## src/hw/rtl/fctc_pkg.sv

```systemverilog
// ----------------------------------------------------------------------------
// fctc_pkg
// Types and constants shared by the four channel counter/timer modules.
// ----------------------------------------------------------------------------
package fctc_pkg;

  localparam int NUM_CH   = 4;
  localparam int CH_W     = 2;
  localparam int CPT_W    = 12;
  localparam int CNT_W    = 16;
  localparam int ACC_W    = 18;   // signed working count, holds count - 16*cpt

  localparam logic [CPT_W-1:0] CPT_RESET = 12'd364;

  // item kinds
  localparam logic [1:0] KIND_WRITE = 2'd0;
  localparam logic [1:0] KIND_READ  = 2'd1;
  localparam logic [1:0] KIND_TICK  = 2'd2;
  localparam logic [1:0] KIND_RETI  = 2'd3;

  // control word bit positions
  localparam int CW_IRQ     = 7;
  localparam int CW_COUNTER = 6;
  localparam int CW_PRESCL  = 5;
  localparam int CW_PULSE   = 3;
  localparam int CW_TCONST  = 2;
  localparam int CW_RESET   = 1;
  localparam int CW_CTRL    = 0;

  localparam logic [7:0] CW_RESET_VAL = 8'h02;

  typedef struct packed {
    logic [1:0] kind;
    logic [1:0] channel;
    logic [7:0] write_data;
  } in_item_t;

  typedef struct packed {
    logic [7:0] read_data;
    logic       irq_raise;
    logic [7:0] irq_vector;
    logic [3:0] pending_out;
    logic       in_service_out;
  } out_item_t;

  typedef struct packed {
    logic       raise;
    logic [7:0] vector;
  } poll_t;

endpackage

```

## src/hw/rtl/fctc_alu.sv

```systemverilog
// ----------------------------------------------------------------------------
// fctc_alu
// Shared 18-bit signed add/subtract used for the tick decrement and the
// wrap reloads of every timer channel.
// ----------------------------------------------------------------------------
module fctc_alu (
  input  logic signed [fctc_pkg::ACC_W-1:0] a,
  input  logic signed [fctc_pkg::ACC_W-1:0] b,
  input  logic                              sub,
  output logic signed [fctc_pkg::ACC_W-1:0] res
);

  always_comb begin
    if (sub) begin
      res = a - b;
    end else begin
      res = a + b;
    end
  end

endmodule

```

## src/hw/rtl/fctc_poll.sv

```systemverilog
// ----------------------------------------------------------------------------
// fctc_poll
// Interrupt daisy chain: picks the lowest pending channel when no interrupt
// is in service and builds its vector from the channel 0 vector byte.
// ----------------------------------------------------------------------------
module fctc_poll (
  input  logic [fctc_pkg::NUM_CH-1:0] pending,
  input  logic                        in_service,
  input  logic [7:0]                  vector_base,
  output fctc_pkg::poll_t             poll
);

  logic [fctc_pkg::CH_W-1:0] sel;

  always_comb begin
    sel = '0;
    priority if (pending[0]) begin
      sel = 2'd0;
    end else if (pending[1]) begin
      sel = 2'd1;
    end else if (pending[2]) begin
      sel = 2'd2;
    end else begin
      sel = 2'd3;
    end
    poll.raise  = !in_service && (pending != '0);
    // base low bits are masked off, so 2*channel just fills bits 2:1
    poll.vector = poll.raise ? {vector_base[7:3], sel, 1'b0} : 8'h00;
  end

endmodule

```

## src/hw/rtl/four_channel_counter_timer.sv

```systemverilog
// ----------------------------------------------------------------------------
// four_channel_counter_timer
// Four channel counter/timer with a vectored, daisy-chained interrupt.
// ----------------------------------------------------------------------------
// Issue an item by raising start while busy is low. Exactly one result beat
// follows per item, shown for a single cycle with out_valid; it cannot be
// held off, so capture it when out_valid is high. A register write, a read or
// a return-from-interrupt goes from accept to the poll state and then to the
// result register. A tick walks the channels one at a time through a single
// shared 18-bit adder: stopped and counter-mode channels are skipped, and
// each running timer channel is decremented, then reloaded once per wrap
// this tick (at most 256). busy drops in the cycle the result is shown.
// clocks_per_tick is written through the cfg channel, which is always ready.
// ----------------------------------------------------------------------------
module four_channel_counter_timer (
  input  logic                           clk,
  input  logic                           rst_n,
  input  logic                           start,
  output logic                           busy,
  input  fctc_pkg::in_item_t             in_item,
  output logic                           out_valid,
  output fctc_pkg::out_item_t            out_item,
  input  logic                           cfg_valid,
  output logic                           cfg_ready,
  input  logic [fctc_pkg::CPT_W-1:0]     cfg_data
);

  typedef enum logic [3:0] {
    ST_IDLE = 4'b0001,
    ST_SUB  = 4'b0010,
    ST_WRAP = 4'b0100,
    ST_POLL = 4'b1000
  } state_t;

  localparam int NC = fctc_pkg::NUM_CH;
  localparam int AW = fctc_pkg::ACC_W;

  state_t                         state_r, state_nxt;
  logic [15:0]                    count_r [NC];
  logic [15:0]                    count_nxt [NC];
  logic [7:0]                     tc_r [NC];
  logic [7:0]                     tc_nxt [NC];
  logic [7:0]                     cw_r [NC];
  logic [7:0]                     cw_nxt [NC];
  logic [7:0]                     vb_r [NC];
  logic [7:0]                     vb_nxt [NC];
  logic [NC-1:0]                  pend_r, pend_nxt;
  logic                           insvc_r, insvc_nxt;
  logic [fctc_pkg::CPT_W-1:0]     cpt_r;
  logic [fctc_pkg::CH_W-1:0]      ch_idx_r, ch_idx_nxt;
  logic signed [AW-1:0]           n_r, n_nxt;
  logic [7:0]                     rd_r, rd_nxt;
  logic                           out_valid_r, out_valid_nxt;
  fctc_pkg::out_item_t            out_item_r, out_item_nxt;

  logic [fctc_pkg::CH_W-1:0]      ch;
  logic [7:0]                     cw_cur;
  logic [7:0]                     tc_cur;
  logic [15:0]                    dec;
  logic signed [AW-1:0]           reload;
  logic signed [AW-1:0]           alu_a, alu_b, alu_res;
  logic                           alu_sub;
  logic                           skip;
  logic [7:0]                     hb3, hb3_new;
  fctc_pkg::poll_t                poll;

  assign ch     = (state_r == ST_IDLE) ? in_item.channel : ch_idx_r;
  assign cw_cur = cw_r[ch];
  assign tc_cur = tc_r[ch];
  assign skip   = (cw_cur[fctc_pkg::CW_TCONST] && cw_cur[fctc_pkg::CW_RESET])
               || cw_cur[fctc_pkg::CW_COUNTER];
  assign dec    = cw_cur[fctc_pkg::CW_PRESCL] ? {4'h0, cpt_r} : {cpt_r, 4'h0};
  assign reload = (tc_cur == 8'h00) ? AW'(32'h10000) : AW'({tc_cur, 8'h00});

  assign alu_sub = (state_r == ST_SUB);
  assign alu_a   = alu_sub ? AW'(count_r[ch]) : n_r;
  assign alu_b   = alu_sub ? AW'(dec) : reload;

  fctc_alu u_alu (
    .a   (alu_a),
    .b   (alu_b),
    .sub (alu_sub),
    .res (alu_res)
  );

  fctc_poll u_poll (
    .pending     (pend_r),
    .in_service  (insvc_r),
    .vector_base (vb_r[0]),
    .poll        (poll)
  );

  assign hb3     = count_r[3][15:8];
  assign hb3_new = (hb3 != 8'h00) ? hb3 - 8'd1 : hb3;

  always_comb begin
    state_nxt     = state_r;
    count_nxt     = count_r;
    tc_nxt        = tc_r;
    cw_nxt        = cw_r;
    vb_nxt        = vb_r;
    pend_nxt      = pend_r;
    insvc_nxt     = insvc_r;
    ch_idx_nxt    = ch_idx_r;
    n_nxt         = n_r;
    rd_nxt        = rd_r;
    out_valid_nxt = 1'b0;
    out_item_nxt  = out_item_r;

    unique case (state_r)
      ST_IDLE: begin
        if (start) begin
          rd_nxt    = 8'h00;
          state_nxt = ST_POLL;
          unique case (in_item.kind)
            fctc_pkg::KIND_WRITE: begin
              if (cw_cur[fctc_pkg::CW_TCONST]) begin
                tc_nxt[ch] = in_item.write_data;
                if (cw_cur[fctc_pkg::CW_RESET]) begin
                  count_nxt[ch] = {in_item.write_data - 8'd1, 8'h00};
                end
                cw_nxt[ch][fctc_pkg::CW_TCONST] = 1'b0;
                cw_nxt[ch][fctc_pkg::CW_RESET]  = 1'b0;
              end else if (in_item.write_data[fctc_pkg::CW_CTRL]) begin
                cw_nxt[ch] = in_item.write_data;
                if (in_item.write_data[fctc_pkg::CW_RESET]
                    && !in_item.write_data[fctc_pkg::CW_TCONST]) begin
                  count_nxt[ch] = {tc_cur - 8'd1, 8'h00};
                end
                if (!in_item.write_data[fctc_pkg::CW_IRQ]) begin
                  pend_nxt[ch] = 1'b0;
                end
              end else begin
                vb_nxt[ch] = in_item.write_data;
              end
            end
            fctc_pkg::KIND_READ: begin
              rd_nxt = count_r[ch][15:8];
            end
            fctc_pkg::KIND_TICK: begin
              ch_idx_nxt = '0;
              state_nxt  = ST_SUB;
            end
            fctc_pkg::KIND_RETI: begin
              pend_nxt  = '0;
              insvc_nxt = 1'b0;
            end
            default: begin
              state_nxt = ST_POLL;
            end
          endcase
        end
      end

      ST_SUB: begin
        if (skip) begin
          ch_idx_nxt = ch_idx_r + 2'd1;
          if (ch_idx_r == 2'(NC - 1)) begin
            state_nxt = ST_POLL;
          end
        end else begin
          n_nxt     = alu_res;
          state_nxt = ST_WRAP;
        end
      end

      ST_WRAP: begin
        if (n_r < 0) begin
          // one wrap per cycle
          if (cw_cur[fctc_pkg::CW_IRQ]) begin
            pend_nxt[ch] = 1'b1;
          end
          if (ch_idx_r == 2'd2) begin
            if (cw_r[3][fctc_pkg::CW_COUNTER]) begin
              if (!(cw_r[3][fctc_pkg::CW_TCONST] && cw_r[3][fctc_pkg::CW_RESET])) begin
                if (hb3_new == 8'h00) begin
                  if (cw_r[3][fctc_pkg::CW_IRQ]) begin
                    pend_nxt[3] = 1'b1;
                  end
                  count_nxt[3] = {tc_r[3], 8'h00};
                end else begin
                  count_nxt[3] = {hb3_new, count_r[3][7:0]};
                end
              end
            end else begin
              cw_nxt[3][fctc_pkg::CW_PULSE] = 1'b0;
            end
          end
          n_nxt = alu_res;
        end else begin
          count_nxt[ch] = n_r[15:0];
          ch_idx_nxt    = ch_idx_r + 2'd1;
          state_nxt     = (ch_idx_r == 2'(NC - 1)) ? ST_POLL : ST_SUB;
        end
      end

      ST_POLL: begin
        if (poll.raise) begin
          insvc_nxt = 1'b1;
        end
        out_item_nxt.read_data      = rd_r;
        out_item_nxt.irq_raise      = poll.raise;
        out_item_nxt.irq_vector     = poll.vector;
        out_item_nxt.pending_out    = pend_r;
        out_item_nxt.in_service_out = insvc_r | poll.raise;
        out_valid_nxt               = 1'b1;
        state_nxt                   = ST_IDLE;
      end

      default: begin
        state_nxt = ST_IDLE;
      end
    endcase
  end

  always_ff @(posedge clk) begin
    if (!rst_n) begin
      state_r     <= ST_IDLE;
      pend_r      <= '0;
      insvc_r     <= 1'b0;
      out_valid_r <= 1'b0;
      ch_idx_r    <= '0;
      cpt_r       <= fctc_pkg::CPT_RESET;
      for (int i = 0; i < NC; i++) begin
        count_r[i] <= '0;
        tc_r[i]    <= '0;
        cw_r[i]    <= fctc_pkg::CW_RESET_VAL;
        vb_r[i]    <= '0;
      end
    end else begin
      state_r     <= state_nxt;
      pend_r      <= pend_nxt;
      insvc_r     <= insvc_nxt;
      out_valid_r <= out_valid_nxt;
      ch_idx_r    <= ch_idx_nxt;
      count_r     <= count_nxt;
      tc_r        <= tc_nxt;
      cw_r        <= cw_nxt;
      vb_r        <= vb_nxt;
      if (cfg_valid) begin
        cpt_r <= cfg_data;
      end
    end
  end

  always_ff @(posedge clk) begin
    n_r        <= n_nxt;
    rd_r       <= rd_nxt;
    out_item_r <= out_item_nxt;
  end

  assign busy      = (state_r != ST_IDLE);
  assign cfg_ready = 1'b1;
  assign out_valid = out_valid_r;
  assign out_item  = out_item_r;

endmodule
```

## config.mk

```make
export PLATFORM = sky130hd
export DESIGN_NAME = four_channel_counter_timer
export DESIGN_NICKNAME = d
export VERILOG_FILES = /design/src/hw/rtl/fctc_pkg.sv /design/src/hw/rtl/fctc_alu.sv /design/src/hw/rtl/fctc_poll.sv /design/src/hw/rtl/four_channel_counter_timer.sv
export SDC_FILE = /design/constraint.sdc
export NUM_CORES = 1
export LEC_CHECK = 0
export BUFFER_PORTS_ARGS = -buffer_cell sky130_fd_sc_hd__buf_2
export CAP_MARGIN = 30
export CORE_ASPECT_RATIO = 1.25
export CORE_MARGIN = 4
export CORE_UTILIZATION = 50
export CTS_CLUSTER_DIAMETER = 150
export DETAILED_ROUTE_END_ITERATION = 8
export PLACE_DENSITY_LB_ADDON = 0.3
export SYNTH_ARGS = -nofsm -noshare
export SYNTH_HDL_FRONTEND = slang
export SYNTH_HIERARCHICAL = 1
export SYNTH_SLANG_ARGS = --single-unit
```

## constraint.sdc

```tcl
create_clock -name clk -period 7.4 [get_ports clk]
set_input_delay 1.11 -clock clk [delete_from_list [all_inputs] [get_ports clk]]
set_output_delay 1.11 -clock clk [all_outputs]
set_load 0.02 [all_outputs]
```

======== Yosys cells after proc, flatten, opt, wreduce, memory -nomap -nowiden ========
Cells that the tools add are included.
word-level totals
  register bits ........................... 232
  input port bits ......................... 28
  output and inout bits ................... 25
  logic and storage cells ................. 215
operators by class
  $add $sub $neg .......................... 6
  $lt $le $gt $ge ......................... 5
  equal/unequal tests ..................... 34
  muxes and demuxes ....................... 88
  bitwise operators ....................... 12
  reductions and logical operators ........ 35
operator list
  cell                                                         number
  two-way mux 64 bit                                           6
  bitwise mux 64 bit                                           3
  two-way mux 16 bit                                           9
  case mux 64 bit (2 select lines)                             1
  bitwise mux 32 bit                                           3
  two-way mux 18 bit                                           4
  bitwise AND 32 bit                                           2
  two-way mux 32 bit                                           2
  inverter 32 bit                                              2
  two-way mux 4 bit                                            14
  demux 8 bit (select 2 bit)                                   3
  two-way mux 48 bit                                           1
  two-way mux 8 bit                                            6
  case mux 18 bit (2 select lines)                             1
  two-way mux 17 bit                                           2
  binary-select mux 16 bit (select 2 bit)                      1
  binary-select mux 8 bit (select 2 bit)                       2
  demux 16 bit (select 2 bit)                                  1
  != test 3 bit, second input constant                         9
  subtractor 8 x 1 -> 8 bit, second input constant             3
  AND reduction 7 bit                                          3
  adder 18 bit                                                 1
  less-than comparator 18 x 1 -> 1 bit, second input constant  1
  subtractor 18 bit                                            1
  other kinds (48)                                             99

======== Logic depth before layout (Yosys ltp) ========
Gate-level depths: netlist of run 1.
  depth in word-level cells ............... 15
  depth in mapped cells ................... 22
  gate-level depth less buffers ........... 20

======== Modules after synthesis ========
The synthesis of run 1 kept the hierarchy.
by module, submodules not included
  module                      times used  cells each  area each (um2)  seq. area each (um2)
  four_channel_counter_timer  1           1073        9465.3           4404.2
  fctc_alu                    1           170         1219.9           0.0
  fctc_poll                   1           15          105.1            0.0

======== Worst setup path after synthesis of run 1 ========
OpenSTA, ideal clock, no wires.
  path kind ............................... input to register
  start point ............................. input in_item[9] (netlist bit)
  end point ............................... register n_r[17], data pin
  library setup time ...................... 0.260 ns
  arrival time ............................ 5.197 ns
  required time ........................... 7.140 ns
  path slack .............................. 1.943 ns
  stages .................................. 21
  path buffers ............................ 3
  cell sequence ........................... mux2i_1 clkbuf_1 nand2_1 and3_1 a31oi_2 clkbuf_1 mux2i_1 nor2_1 or3_4 nor4_2 o21ai_0 nor2_1 xor2_1 ha_1 clkbuf_1 a21o_1 a21o_1 a21oi_1 o21ai_0 a21oi_1 xnor2_1
on the way
  elaborated cells on any way between the ends .. 22
  those cells by class .................... add/sub (2); mux (18); bitwise (1); reduce/logical (1)
RTL lines
  item                                                      RTL line                                                              RTL
  from (decl)                                               four_channel_counter_timer.sv:20                                      input fctc_pkg::in_item_t in_item,
  two-way mux 2 bit *                                       four_channel_counter_timer.sv:67                                      assign ch = (state_r == ST_IDLE) ? in_item.channel : ch_idx_r;
  inverter 2 -> 3 bit (not written as such) *               four_channel_counter_timer.sv:68                                      assign cw_cur = cw_r[ch];
  binary-select mux 8 bit (select 2 bit) *                  four_channel_counter_timer.sv:68
  two-way mux 8 bit (not written as such) * (2 in series)   four_channel_counter_timer.sv:68
  two-way mux 16 bit *                                      four_channel_counter_timer.sv:72                                      assign dec = cw_cur[fctc_pkg::CW_PRESCL] ? {4'h0, cpt_r} : {cpt_r, 4'h0};
  two-way mux 17 bit *                                      four_channel_counter_timer.sv:77                                      assign alu_b = alu_sub ? AW'(dec) : reload;
  named net alu_b[7]                                        four_channel_counter_timer.sv:61                                      logic signed [AW-1:0] alu_a, alu_b, alu_res;
  adder 18 bit / subtractor 18 bit (equally long branches)  fctc_alu.sv:17, fctc_alu.sv:15
  two-way mux 18 bit *                                      fctc_alu.sv:14                                                        if (sub) begin
  named net alu_res[17]                                     four_channel_counter_timer.sv:61
  two-way mux 18 bit (on tied branches)                     four_channel_counter_timer.sv:168, four_channel_counter_timer.sv:156
  case mux 18 bit (2 select lines) *                        four_channel_counter_timer.sv:110                                     unique case (state_r)
  to (signal assigned)                                      four_channel_counter_timer.sv:247                                     n_r <= n_nxt;
  to (decl)                                                 four_channel_counter_timer.sv:51                                      logic signed [AW-1:0] n_r, n_nxt;
Mark *: on every way through the listed nets, which the timed path passes. The rest lies on a longest branch. The select of a mux whose other input is x is not followed.
A chain may end at the register's enable or synchronous reset.

======== Worst setup path in the final report of run 1 ========
  start point ............................. register state_r[1]
  end point ............................... register n_r[17], data pin
on the way
  longest elaborated chain between the ends .. 13
  elaborated cells on any way between the ends .. 25
  those cells by class .................... add/sub (2); eq/ne (3); mux (18); bitwise (1); reduce/logical (1)
RTL lines
  item                                                      RTL line                                                              RTL
  from (decl)                                               four_channel_counter_timer.sv:38                                      state_t state_r, state_nxt;
  from (signal assigned)                                    four_channel_counter_timer.sv:231                                     state_r <= state_nxt;
  == test 4 x 1 -> 1 bit                                    four_channel_counter_timer.sv:67
  two-way mux 2 bit                                         four_channel_counter_timer.sv:67
  inverter 2 -> 3 bit (not written as such)                 four_channel_counter_timer.sv:69                                      assign tc_cur = tc_r[ch];
  binary-select mux 8 bit (select 2 bit)                    four_channel_counter_timer.sv:69
  two-way mux 8 bit (not written as such) (2 in series)     four_channel_counter_timer.sv:69
  zero test 8 bit                                           four_channel_counter_timer.sv:73                                      assign reload = (tc_cur == 8'h00) ? AW'(32'h10000) : AW'({tc_cur, 8'h00});
  two-way mux 17 bit                                        four_channel_counter_timer.sv:73
  two-way mux 17 bit *                                      four_channel_counter_timer.sv:77
  named net alu_b[16]                                       four_channel_counter_timer.sv:61
  adder 18 bit / subtractor 18 bit (equally long branches)  fctc_alu.sv:17, fctc_alu.sv:15
  two-way mux 18 bit *                                      fctc_alu.sv:14
  named net alu_res[17]                                     four_channel_counter_timer.sv:61
  two-way mux 18 bit (on tied branches)                     four_channel_counter_timer.sv:168, four_channel_counter_timer.sv:156
  case mux 18 bit (2 select lines) *                        four_channel_counter_timer.sv:110
Marks and branches as above.

==> implementation parameters, run 1 <==
Parameter                              Value

Timing
  Slew of the pin with the lowest slew margin ... 0.937 ns
  Setup repair after global routing missed its margin ... no
  Sum Neg Setup Slack ... 0 ns
  Final Hold Vio Count ... 0
  Final setup fails ... 0
  Final critical-path required period ... 6.12 ns
  Fin worst setup slack ... 1.28 ns
  Max-slew headroom at the worst pin ... 37.4%
  Final clock period utilization by the worst path ... 82.7%
  Highest Clock Rate ... 163 MHz
  Final Max Slew Viols ... 0
  Fin Clk Skew ... 0.0120 ns

Critical path
  Crit path buf inv count ... 1
  CP Data Arrival Time ... 6.31 ns
  Cell with the biggest individual delay on the critical path ... nor4b_4
  Critical path fanouts, max ... 17
  CP required ... 7.59 ns
  Worst path cell trace ... nor4b_4, mux2i_4, mux4_2, inv_1, ha_1, nand4_1, nor3b_1, a211oi_1, or3_4, nor4_2, o21ai_0, nor2_1, xor2_1, ha_1, a21o_1, a21o_1, a21oi_1, o21ai_0, a21oi_1, xnor2_1
  Slack of the worst reg-to-reg path ... 1.28 ns
  Worst path max stage delay ... 0.80 ns
  Category of the worst setup path launch point ... flop
  Top Family by Delay on Critical Path ... simple AND/OR/NAND/NOR gates
  Kind of critical path ... flop to flop
  Type of element capturing the critical path ... flop

Finish
  Fraction of layout instances using a drive strength above 1 ... 10.8%
  Post-Layout Inst Area ... 11,700 sq um
  Area growth from synthesis to final layout ... 9.67%
  Layout Utilization ... 55.9%
  Number of nets in the layout ... 1,305
  Inserted Diodes ... 0
  Number of fill cells ... 1,977

Pwr
  Clock Power Share ... 37.2%
  Sequential Power Share ... 43.5%
  Power Dens Cells ... 222 nW/um^2
  Overall power of the completed layout ... 0.00261 W
  P_leak ... 4.20 nW
  Internal Power ... 0.00181 W
  Switching power summed over all nets ... 0.000798 W
  Worst-case vdd ir drop ... 0.000154 V
  Combinational share of power ... 19.3%
  Switching share of power ... 30.6%

Run status
  Result of the run ... finished clean

Yosys
  Count of yosys warnings during synthesis ... 6
  Synth Area per Inst ... 8.56 sq um
  Netlist area before placement ... 10,700 sq um
  Gate count of the mapped netlist ... 1,249
  Post-Syn Nets ... 1,302

Place
  Number of buffers added on ports ... 51
  Final weighted congestion in routability-driven placement ... 0.900
  Dpl ws ... 1.33 ns
  Dpl cell area ... 11,100 sq um
  HPWL after detailed placement ... 19.7 mm

Floorplanning
  Number of ports placed on the die boundary ... 53
  Die height ... 171 microns
  Initial standard-cell utilization of the core ... 51.0%
  Std-Cell Core Area ... 21,000 sq um
  Site Rows ... 59
  Die Outline Area ... 23,800 sq um
  Die Wd ... 139 microns

GRT
  Antenna violations before repair ... 0
  Overall global routing resource usage ... 23.7%
  Pin count of the biggest net entering global routing ... 84
  Global-route wire length before repair ... 45.6 mm
  Grt ovf ... 0
  Vias in the first global route ... 8,496

Clock network
  Clock edge transition at the registers on the reported setup and hold paths ... 0.08 ns
  Post-cts gate resize count ... 0
  Post CTS Setup Buffer Count ... 0
  Total clock buffers created by CTS ... 17
  TritonCTS clock tree ... yes
  Number of H-tree levels ... 4
  Cell chosen for the clock root ... clkbuf_16
  Quantity of hold-fixing buffers added after cts ... 0
  Clock Sink Count ... 193
  Worst-case clock buffer depth ... 2
  Clock latency of the later-clocked register in the worst-skew pair ... 0.44 ns

Routing
  Number of vias in the routed layout ... 8,998
  Antenna-violating nets left ... 0
  Count of TritonRoute iterations in the first routing pass ... 6
  DR WL/cell ... 18.3 microns
  Total DRC errors in the routed layout ... 0
  Final Routed Wirelength ... 28.2 mm
  Via-to-Cell Ratio ... 5.85
  1st-iter DRT viols ... 787

Worst hold path
  Min-delay worst type ... flop to flop

Run
  Max-cap viol count ... 0
==> registers in the layout, summed over array words and instances (netlist names) <==
name	flops
cw_r	20
vb_r	5
tc_r	32
ch_idx_r	2
state_r	4
rd_r	8
count_r	64
out_item	22
out_valid	1
insvc_r	1
cpt_r	12
n_r	18
pend_r	4
==> worst paths after layout <==
| path | startpoint | endpoint | cells after the start |
|---|---|---|---|
| worst max-delay path | state_r[1]$_SDFFE_PN0P_ | n_r[17]$_DFFE_PP_ | 20 |
| worst min-delay path | rd_r[6]$_SDFFCE_PP0P_ | out_item[20]$_DFFE_PP_ | 0 |
| worst max register to register | state_r[1]$_SDFFE_PN0P_ | n_r[17]$_DFFE_PP_ | 20 |
| worst min register to register | rd_r[6]$_SDFFCE_PP0P_ | out_item[20]$_DFFE_PP_ | 0 |
==> routing by layer <==
layer / wire length [microns] / GRT usage (%) / share of wire (%) / vias up
met5: 0 / 0 / 0 / -
met4: 811 / 8.81 / 2.9 / 0
met3: 1840 / 3.78 / 6.5 / 56
met2: 13800 / 41.2 / 49 / 313
met1: 11800 / 29.9 / 42 / 4251
li1: - / - / - / 4378
==> placed cells by master (no fill, tap or decap), types with 16 or more instances in the layout <==
| cell type | count |
|---|---|
| nand2_1 | 229 |
| dfxtp_1 | 145 |
| nor2_1 | 88 |
| o21ai_0 | 83 |
| nand3_1 | 63 |
| mux2i_1 | 59 |
| buf_2 | 51 |
| a21oi_1 | 50 |
| a21boi_0 | 48 |
| edfxtp_1 | 48 |
| nor2b_1 | 47 |
| xnor2_1 | 33 |
| ha_1 | 24 |
| inv_1 | 20 |
| and3_1 | 17 |
| clkbuf_16 | 17 |
| nor3b_1 | 16 |
| and2_1 | 16 |
| a31oi_1 | 16 |
==> layout make-up <==
class,instances,area (sq um),area share [%]
sequential,193,4340,37.1
tap,274,343,2.92
multi-input combinational,955,5980,51.0
inverter,21,78.8,0.672
clock inverter,15,198,1.69
timing repair buffer,64,357,3.04
clock buffer,17,425,3.63
==> through the flow <==
| step | instances | hold slack [ns] |
|---|---|---|
| 5_1_grt | 1539 | 0.428 |
| 6_report | 1539 | 0.419 |
| 4_1_cts | 1539 | 0.422 |
| 3_5_place_dp | 1507 | 0.405 |
| 3_3_place_gp | 1505 | 0.404 |
| 2_1_floorplan | 1249 | 0.400 |
==> power groups by stage <==
stage / clock [W] / combinational [W] / sequential, W
after floorplan: 0 / 0.000359 / 0.00116
after global placement: 0 / 0.000491 / 0.00116
after detailed placement: 0 / 0.000495 / 0.00116
after CTS: 0.000980 / 0.000497 / 0.00113
after global routing: 0.00102 / 0.000545 / 0.00114
final: 0.000971 / 0.000504 / 0.00113
==> worst register-to-register path, cell delays in order (launching register included) <==
cell,delay [ns]
dfxtp_1,0.40
nor4b_4,0.80
mux2i_4,0.80
mux4_2,0.65
inv_1,0.12
ha_1,0.17
nand4_1,0.09
nor3b_1,0.40
a211oi_1,0.15
or3_4,0.42
nor4_2,0.16
o21ai_0,0.20
nor2_1,0.17
xor2_1,0.18
ha_1,0.34
a21o_1,0.20
a21o_1,0.17
a21oi_1,0.12
o21ai_0,0.09
a21oi_1,0.17
xnor2_1,0.09
No activity file was read; power rests on OpenSTA's default activity.
==> inputs of run 2 (changes only) <==
==> constraint.sdc (replaced) <==
create_clock -name clk -period 5 [get_ports clk]
set_input_delay 0.75 -clock clk [delete_from_list [all_inputs] [get_ports clk]]
set_output_delay 0.75 -clock clk [all_outputs]
set_load 0.02 [all_outputs]
==> run 2 against run 1 <==
  * Sequential power is 48% higher
  * Fmax is 25% higher
  * Die area stayed put
  * Sequential cell count stayed put
  * Combinational power is 70% higher
  * Largest cell class unchanged
  * Worst hold slack hardly changed
  * Count of clock-buffer cells in the layout is 3 higher
  * Design area is 3.2% higher
  * Critical path depth stayed put
  * Non-clock buffer count is 37 higher
  * Highest routed layer unchanged
==> implementation parameters, run 2 (same netlist as run 1, synthesis figures left out) <==
Parameter                              Value

Critical path
  CP required ... 5.18 ns (was 7.59 ns)
  Category of the worst setup path launch point ... flop (unchanged)
  Crit path buf inv count ... 3 (was 1)
  Kind of critical path ... flop to flop (unchanged)
  Top Family by Delay on Critical Path ... simple AND/OR/NAND/NOR gates (unchanged)
  Worst path max stage delay ... 0.57 ns (was 0.80 ns)
  CP Data Arrival Time ... 5.07 ns (was 6.31 ns)
  Critical path fanouts, max ... 9 (was 17)
  Worst path cell trace ... nor4b_4, buf_4, mux2i_4, buf_12, mux4_2, inv_4, ha_4, nand4_1, nor3b_4, a211oi_2, or3_4, nor4_4, and2_4, a21oi_1, xnor2_1, ha_2, nand4_1, nor3_1, a21oi_2, xnor2_1 (was nor4b_4, mux2i_4, mux4_2, inv_1, ha_1, nand4_1, nor3b_1, a211oi_1, or3_4, nor4_2, o21ai_0, nor2_1, xor2_1, ha_1, a21o_1, a21o_1, a21oi_1, o21ai_0, a21oi_1, xnor2_1)
  Type of element capturing the critical path ... flop (unchanged)
  Cell with the biggest individual delay on the critical path ... mux4_2 (was nor4b_4)

Floorplanning
  Die Wd ... 139 microns (unchanged)
  Die height ... 171 microns (unchanged)
  Number of ports placed on the die boundary ... 53 (unchanged)
  Die Outline Area ... 23,800 sq um (unchanged)
  Std-Cell Core Area ... 21,000 sq um (unchanged)
  Initial standard-cell utilization of the core ... 51.0% (unchanged)
  Site Rows ... 59 (unchanged)

Timing
  Setup repair after global routing missed its margin ... yes (was no)
  Final clock period utilization by the worst path ... 97.8% (was 82.7%)
  Fin worst setup slack ... 0.110 ns (was 1.28 ns)
  Final setup fails ... 0 (unchanged)
  Slew of the pin with the lowest slew margin ... 0.864 ns (was 0.937 ns)
  Final Max Slew Viols ... 0 (unchanged)
  Max-slew headroom at the worst pin ... 42.4% (was 37.4%)
  Hold slack ... 0.420 ns (was 0.419 ns)
  Highest Clock Rate ... 205 MHz (was 163 MHz)
  Final critical-path required period ... 4.89 ns (was 6.12 ns)
  Final Hold Vio Count ... 0 (unchanged)
  Fin Clk Skew ... 0.0140 ns (was 0.0120 ns)

Clock network
  Clock latency of the later-clocked register in the worst-skew pair ... 0.44 ns (about the same)
  Worst-case clock buffer depth ... 2 (unchanged)
  TritonCTS clock tree ... yes (unchanged)
  Clock Sink Count ... 193 (unchanged)
  Number of H-tree levels ... 4 (unchanged)
  Clock edge transition at the registers on the reported setup and hold paths ... 0.07 ns (was 0.08 ns)
  Quantity of hold-fixing buffers added after cts ... 0 (unchanged)
  Total clock buffers created by CTS ... 17 (unchanged)
  Cell chosen for the clock root ... clkbuf_16 (unchanged)

Place
  HPWL after detailed placement ... 20.1 mm (was 19.7 mm)
  Dpl ws ... -0.0389 ns (was 1.33 ns)
  Number of buffers added on ports ... 51 (unchanged)
  Cells after DPL ... 1,533 (was 1,507)
  Final weighted congestion in routability-driven placement ... 0.924 (was 0.900)

GRT
  Grt ovf ... 0 (unchanged)
  Pin count of the biggest net entering global routing ... 94 (was 84)
  Overall global routing resource usage ... 24.0% (was 23.7%)
  Global-route wire length before repair ... 46.1 mm (was 45.6 mm)
  Vias in the first global route ... 8,660 (was 8,496)
  Antenna violations before repair ... 0 (unchanged)

Pwr
  Internal Power ... 0.00269 W (was 0.00181 W)
  P_leak ... 4.40 nW (was 4.20 nW)
  Worst-case vdd ir drop ... 0.000219 V (was 0.000154 V)
  Power Dens Cells ... 321 nW/um^2 (was 222 nW/um^2)
  Clock Power Share ... 34.8% (was 37.2%)
  Sequential Power Share ... 43.1% (was 43.5%)
  Switching share of power ... 30.7% (was 30.6%)
  Combinational share of power ... 22.1% (was 19.3%)
  Switching power summed over all nets ... 0.00119 W (was 0.000798 W)

Finish
  Number of nets in the layout ... 1,343 (was 1,305)
  Fraction of layout instances using a drive strength above 1 ... 14.7% (was 10.8%)
  Layout Utilization ... 57.7% (was 55.9%)
  Post-Layout Cell Count ... 1,577 (was 1,539)
  Inserted Diodes ... 0 (unchanged)
  Area growth from synthesis to final layout ... 13.2% (was 9.67%)
  Max FFs per register ... 64 (unchanged)
  Most frequent standard cell in the layout excluding fill and tap cells ... nand2_1 (unchanged)
  Sequential Area ... 4350 sq um (was 4340 sq um)
  Multi-input combinational cell area ... 6090 sq um (was 5980 sq um)
  Most used cells in the layout excluding fill and tap cells ... 229 x nand2_1, 143 x dfxtp_1, 88 x nor2_1 (was 229 x nand2_1, 145 x dfxtp_1, 88 x nor2_1)
  Reg with most FFs ... count_r (unchanged)
  Number of fill cells ... 1,875 (was 1,977)

Routing
  Antenna-violating nets left ... 0 (unchanged)
  Count of TritonRoute iterations in the first routing pass ... 6 (unchanged)
  Total DRC errors in the routed layout ... 0 (unchanged)
  Final Routed Wirelength ... 29.0 mm (was 28.2 mm)
  1st-iter DRT viols ... 825 (was 787)
  Via-to-Cell Ratio ... 5.88 (was 5.85)
  Number of vias in the routed layout ... 9,271 (was 8,998)
  DR WL/cell ... 18.4 microns (was 18.3 microns)

Run
  Max-cap viol count ... 0 (unchanged)

Run status
  Result of the run ... finished clean (unchanged)

Worst hold path
  Min-delay worst type ... flop to flop (unchanged)
-- run 2: per-layer routing --
metal / GRT usage [%] / share of wire [%]
met5: 0 / 0
met4: 10.2 / 3.3
met3: 3.34 / 6.9
met2: 41.0 / 48
met1: 30.6 / 41
-- run 2: power by group through the flow --
| stage | Combinational (W) | Sequential [W] | Clock (W) |
|---|---|---|---|
| final | 0.000858 | 0.00167 | 0.00135 |
| after global routing | 0.000921 | 0.00168 | 0.00144 |
| after CTS | 0.000796 | 0.00167 | 0.00137 |
| after detailed placement | 0.000781 | 0.00171 | 0 |
| after global placement | 0.000775 | 0.00171 | 0 |
| after floorplan | 0.000550 | 0.00171 | 0 |
-- run 2: area by class of cell --
class                   instances  area share (%)
multi-input cells             956            50.3
flip-flops and latches        193            35.9
repair buffers                101            5.45
clock buffers                  20            3.87
well taps                     274            2.83
clock inverters                12           0.951
inverters                      21           0.672
-- run 2: per-stage QoR --
stage	TNS [ns]	area (sq um)	power, W
floorplan	-0.199	10800	0.00226
global placement	0	11300	0.00248
detailed placement	-0.106	11300	0.00249
CTS	0	12000	0.00384
global route	-0.517	12100	0.00404
finish	0	12100	0.00388
-- run 2: worst paths after layout --
path                                start                     end  slack [ns]  cells after the start
setup / recovery  state_r[2]$_SDFFE_PN0P_       n_r[17]$_DFFE_PP_        0.11                     20
hold / removal      rd_r[1]$_SDFFCE_PP0P_  out_item[15]$_DFFE_PP_        0.42                      0
hold reg to reg     rd_r[1]$_SDFFCE_PP0P_  out_item[15]$_DFFE_PP_        0.42                      0
setup reg to reg  state_r[2]$_SDFFE_PN0P_       n_r[17]$_DFFE_PP_        0.11                     20
-- run 2: timing repair --
action,4_1_cts,5_1_grt
pin swaps,0,9
cloned,0,1
setup buffers,2,9
gates resized for setup,0,16
endpoints found under the setup margin,5,8
